$ cat src/hdl/mcpf_ram.sv
// ----------------------------------------------------------------------------
// mcpf_ram
// Generic simple dual-port RAM: one write port, one read port with a
// registered, enabled read.
// ----------------------------------------------------------------------------
module mcpf_ram #(
  parameter int WIDTH = 8,
  parameter int DEPTH = 512
) (
  input  logic                     clk,
  input  logic                     wr_en,
  input  logic [$clog2(DEPTH)-1:0] wr_addr,
  input  logic [WIDTH-1:0]         wr_data,
  input  logic                     rd_en,
  input  logic [$clog2(DEPTH)-1:0] rd_addr,
  output logic [WIDTH-1:0]         rd_data
);

  logic [WIDTH-1:0] mem [DEPTH];
  logic [WIDTH-1:0] rd_data_r;

  always_ff @(posedge clk) begin
    if (wr_en) begin
      mem[wr_addr] <= wr_data;
    end
    if (rd_en) begin
      rd_data_r <= mem[rd_addr];
    end
  end

  assign rd_data = rd_data_r;

endmodule

$ cat config.mk
export PLATFORM = sky130hd
export DESIGN_NAME = mcpf_ram
export DESIGN_NICKNAME = d
export VERILOG_FILES = /design/src/hdl/mcpf_ram.sv
export SDC_FILE = /design/constraint.sdc
export NUM_CORES = 2
export LEC_CHECK = 0
export BUFFER_PORTS_ARGS = -buffer_cell sky130_fd_sc_hd__buf_2
export CAP_MARGIN = 5
export CELL_PAD_IN_SITES_DETAIL_PLACEMENT = 0
export CELL_PAD_IN_SITES_GLOBAL_PLACEMENT = 1
export CORE_ASPECT_RATIO = 1.4
export CORE_MARGIN = 3
export CORE_UTILIZATION = 50
export CTS_BUF_LIST = sky130_fd_sc_hd__clkbuf_8 sky130_fd_sc_hd__clkbuf_16
export DETAILED_ROUTE_END_ITERATION = 10
export PLACE_DENSITY = 0.75
export SYNTH_ARGS = -nofsm -noshare
export SYNTH_HDL_FRONTEND = slang
export SYNTH_SLANG_ARGS = --single-unit
$ cat constraint.sdc
create_clock -name clk -period 3 [get_ports clk]
set_input_delay 0.15 -clock clk [delete_from_list [all_inputs] [get_ports clk]]
set_output_delay 0.15 -clock clk [all_outputs]
set_load 0.01 [all_outputs]
# Yosys cells after proc, flatten, opt, wreduce, memory -nomap -nowiden
# Memory sizes are Yosys's and may differ from the RTL's. A register that Yosys moved wholly into a read port is not among the register bits.
# Index checks and enable logic that the tools add are counted.
[word_totals]
ff_bits = 0
ram_bits = 4096
input_bits = 29
out_inout_bits = 8
elab_cells = 3
mem_count = 1
[memory_table]
columns = ["memory", "words", "width", "rd", "rd_clocked_by_memory_dff", "wr", "line_no", "source"]
rows = [
  ["mem", 512, 8, 1, 1, 1, "19", "logic [WIDTH-1:0] mem [DEPTH];"],
]
[classes]
n_mux = 2
[ops]
columns = ["cell", "count"]
rows = [
  ["1-bit two-way mux", 2],
]

# Logic depth before layout (Yosys ltp)
[depth]
ltp_word = 2
ltp_mapped = 12
mapped_depth_nobuf = 7

# Worst setup path after synthesis
# Ideal clock, no wire load.
[synth_path]
kind = "input-to-reg"
start = "input port rd_addr[0]"
end = "register rd_data_r[0], in the netlist rd_data[0] (read register of mem), data pin"
setup_ns = 0.257
arrival_time_ns = 2.004
required_time_ns = 2.743
slack_ns = 0.739
stages = 10
path_buffers = 4
path_cell_list = "buf_4 -> buf_12 -> buf_12 -> buf_2 -> mux4_2 -> o21ai_0 -> nand3_1 -> nand4_1 -> o21ai_0 -> o2111a_1"
[synth_rtl]
columns = ["element", "line_no", "source"]
rows = [
  ["from (decl)", "15", "input logic [$clog2(DEPTH)-1:0] rd_addr,"],
  ["to (decl)", "20", "logic [WIDTH-1:0] rd_data_r;"],
]

==> flow_metrics.py <==
metrics = {
    "outcome": {
        "run_status": "completed",
    },
    "timing": {
        "finalSetupViolCount": 0,
        "setup_ws_ns": 0.0302,
        "worst_pin_slew_ns": 1.39,
        "fin_crit_ns": 2.97,
        "hold_violations": 0,
        "fmax_ghz": 0.337,
        "min_period_over_period": 0.990,
        "slew_headroom": 0.0747,
        "slew_viol_final": 0,
        "fin_worst_skew_ns": 0.0600,
        "rsz0062_at_grt": "no",
    },
    "setup_path": {
        "cp_slowest_stage_delay_ns": 0.60,
        "start_kind": "register",
        "path_cells": "mux2i_1 > o221ai_1 > nor3_1 > nor4_1 > o311ai_0 > nor4_4 > buf_12 > o2111a_1",
        "required_ns": 3.78,
        "arrival_ns": 3.74,
        "crit_fanout": 2,
        "crit_type": "register to register",
        "critPathCaptureType": "register",
        "cp_slowest_cell": "nor4_1",
    },
    "synth": {
        "netlist_area_um2": 160000,
        "synthArstFlopShare": 0,
        "ys_seq_area_frac": 0.770,
        "synth_warnings": 0,
        "post_synth.cell_area_avg_um2": 19.9,
        "synth-main-ff-cell": "edfxtp_1",
        "synth-edff-count": 4104,
        "syn-num-nets": 8059,
        "synthCells": 8030,
        "synthDistinctLibCells": 50,
        "synth_seq_cells": 4104,
    },
    "finish": {
        "register_area_um2": 123000,
        "multiInputGateArea_um2": 34100,
        "layout_common_cells": "edfxtp_1, mux2i_1, buf_4",
        "layout_commonest_cell": "edfxtp_1",
        "utilization": 0.576,
        "n_fill_cell": 23300,
        "drive_above_1_share": 0.235,
        "final_cell_area_um2": 183000,
        "area_delta_synth_final_pct": 14.6,
        "final_nets": 8834,
    },
    "route": {
        "post_drt_wl_per_cell_um": 32.3,
        "vias": 83900,
        "vias_per_cell": 6.29,
        "first_pass_iters": 5,
        "remaining_drc_errors": 0,
        "ant_nets": 0,
        "wl_um": 431000,
        "drtIter0Drc": 9812,
    },
    "cts": {
        "cts_sinks": 4104,
        "tritoncts": "yes",
        "clk_latency_ns": 0.91,
        "cts_buffer_depth": 4,
        "cts_made_buffers": 366,
        "cts.root.buffer_cell": "clkbuf_16",
        "cts_post_setup_buffers_inserted": 0,
        "htree_levels": 5,
        "clk_pin_slew_worst_paths_ns": 0.07,
    },
    "die": {
        "die_w_um": 484,
        "initial_utilization": 0.503,
        "core_um2": 318000,
        "die_area_um2": 327000,
        "rows": 245,
        "ios": 37,
        "dieHeight_um": 675,
    },
    "global_routing": {
        "grt_pass1_wl_um": 616000,
        "antenna_found_initial": 23,
        "grt_overflow": 0,
        "grt_max_degree": 126,
        "grt_usage": 0.261,
        "grt_pass1_vias": 85800,
    },
    "place": {
        "hpwl_um": 282000,
        "port_buffers": 36,
        "place_area_um2": 171000,
        "gp_congestion": 0.912,
        "pre_cts_ws_ns": -1.10,
    },
    "power": {
        "power_density_nw_per_um2": 634,
        "leakage_uw": 0.0595,
        "ir_drop_v": 0.000709,
    },
    "min_path": {
        "hp-class": "input pin to register",
    },
    "run": {
        "cap_violations": 0,
    },
}
## state kept, by name (all words and copies together) (netlist names)
register	count
rd_data	8
mem	4096
## cells in the mapped netlist (20+ instances only)
cell type | instances | area, um2
buf_6 | 64 | 721
o22ai_1 | 163 | 1020
nand2_1 | 111 | 417
clkbuf_1 | 265 | 995
buf_4 | 70 | 526
edfxtp_1 | 4104 | 123000
buf_1 | 41 | 154
nor3_1 | 109 | 546
nand4_1 | 32 | 200
mux2i_1 | 797 | 7980
nand3_1 | 36 | 180
nor4_1 | 36 | 225
mux4_2 | 654 | 14700
buf_2 | 57 | 285
o21ai_0 | 118 | 591
nor2_1 | 597 | 2240
a22oi_1 | 61 | 458
o221ai_1 | 371 | 3250
and2_1 | 20 | 125
a21oi_1 | 194 | 971
## cells by family (layout without fill, tap and decap cells)
| logic type | Yosys count | in the layout | share of synthesized area |
|---|---|---|---|
| AO/OA/AOI/OAI | 979 | 979 | 0.0431 |
| buffers and inverters | 516 | 1584 | 0.0185 |
| flip-flops | 4104 | 4104 | 0.770 |
| multiplexers | 1451 | 1451 | 0.142 |
| other | 0 | 31 | 0 |
| AND/OR/NAND/NOR | 980 | 980 | 0.0263 |
## worst max-delay path: cells and delay by family, from the launching register on
kind            cells  cell delay (ns)
simple gates        3             1.28
compound gates      3             0.98
flops               1             0.33
buf+inv             1             0.17
mux                 1             0.08
## layer usage
metal	global-route usage	up-vias	share of wire
li1	-	35000	-
met1	0.318	44100	0.35
met2	0.452	3889	0.52
met3	0.0410	859	0.073
met4	0.133	10	0.056
met5	0	-	0.00016
## what timing repair did
item                                    4_1_cts  5_1_grt
endpoints found under the hold margin       911        0
hold buffers                                  9        0
endpoints found under the setup margin        6        1
resized for setup                             8        1
## final timing paths
check,endpoint,slack (ns),from,cells after the start
setup / recovery,rd_data[0],0.03,mem[34][0],8
hold / removal,mem[443][7],0.28,wr_addr[1],4
setup reg to reg,rd_data[0],0.03,mem[34][0],8
hold reg to reg,rd_data[7],1.22,mem[316][7],4
## final cells by class
cell class	instances	area share
Multi-Input combinational cell	3410	0.186
Antenna cell	31	0.000423
Timing Repair Buffer	920	0.0482
Tap cell	4199	0.0287
Inverter	3	0.000102
Clock buffer	372	0.0508
Sequential cell	4104	0.672
Clock inverter	289	0.0134
## where the power goes
group / total (uW) / internal (uW) / switching (uW)
clock: 46500 / 26100 / 20400
sequential: 63200 / 63100 / 80.7
combinational: 6490 / 2360 / 4120
total: 116000 / 91600 / 24700
## through the flow
stage,hold WS [ns],instances,setup TNS [ns],total power (uW)
finish,0.285,13300,0,116000
global route,0.244,13300,0,119000
CTS,0.180,13300,0,117000
detailed placement,0.561,12600,-6.32,70900
global placement,0.560,12600,-8.52,70800
floorplan,0.249,8030,0,67400
No activity file was read; power rests on OpenSTA's default activity.
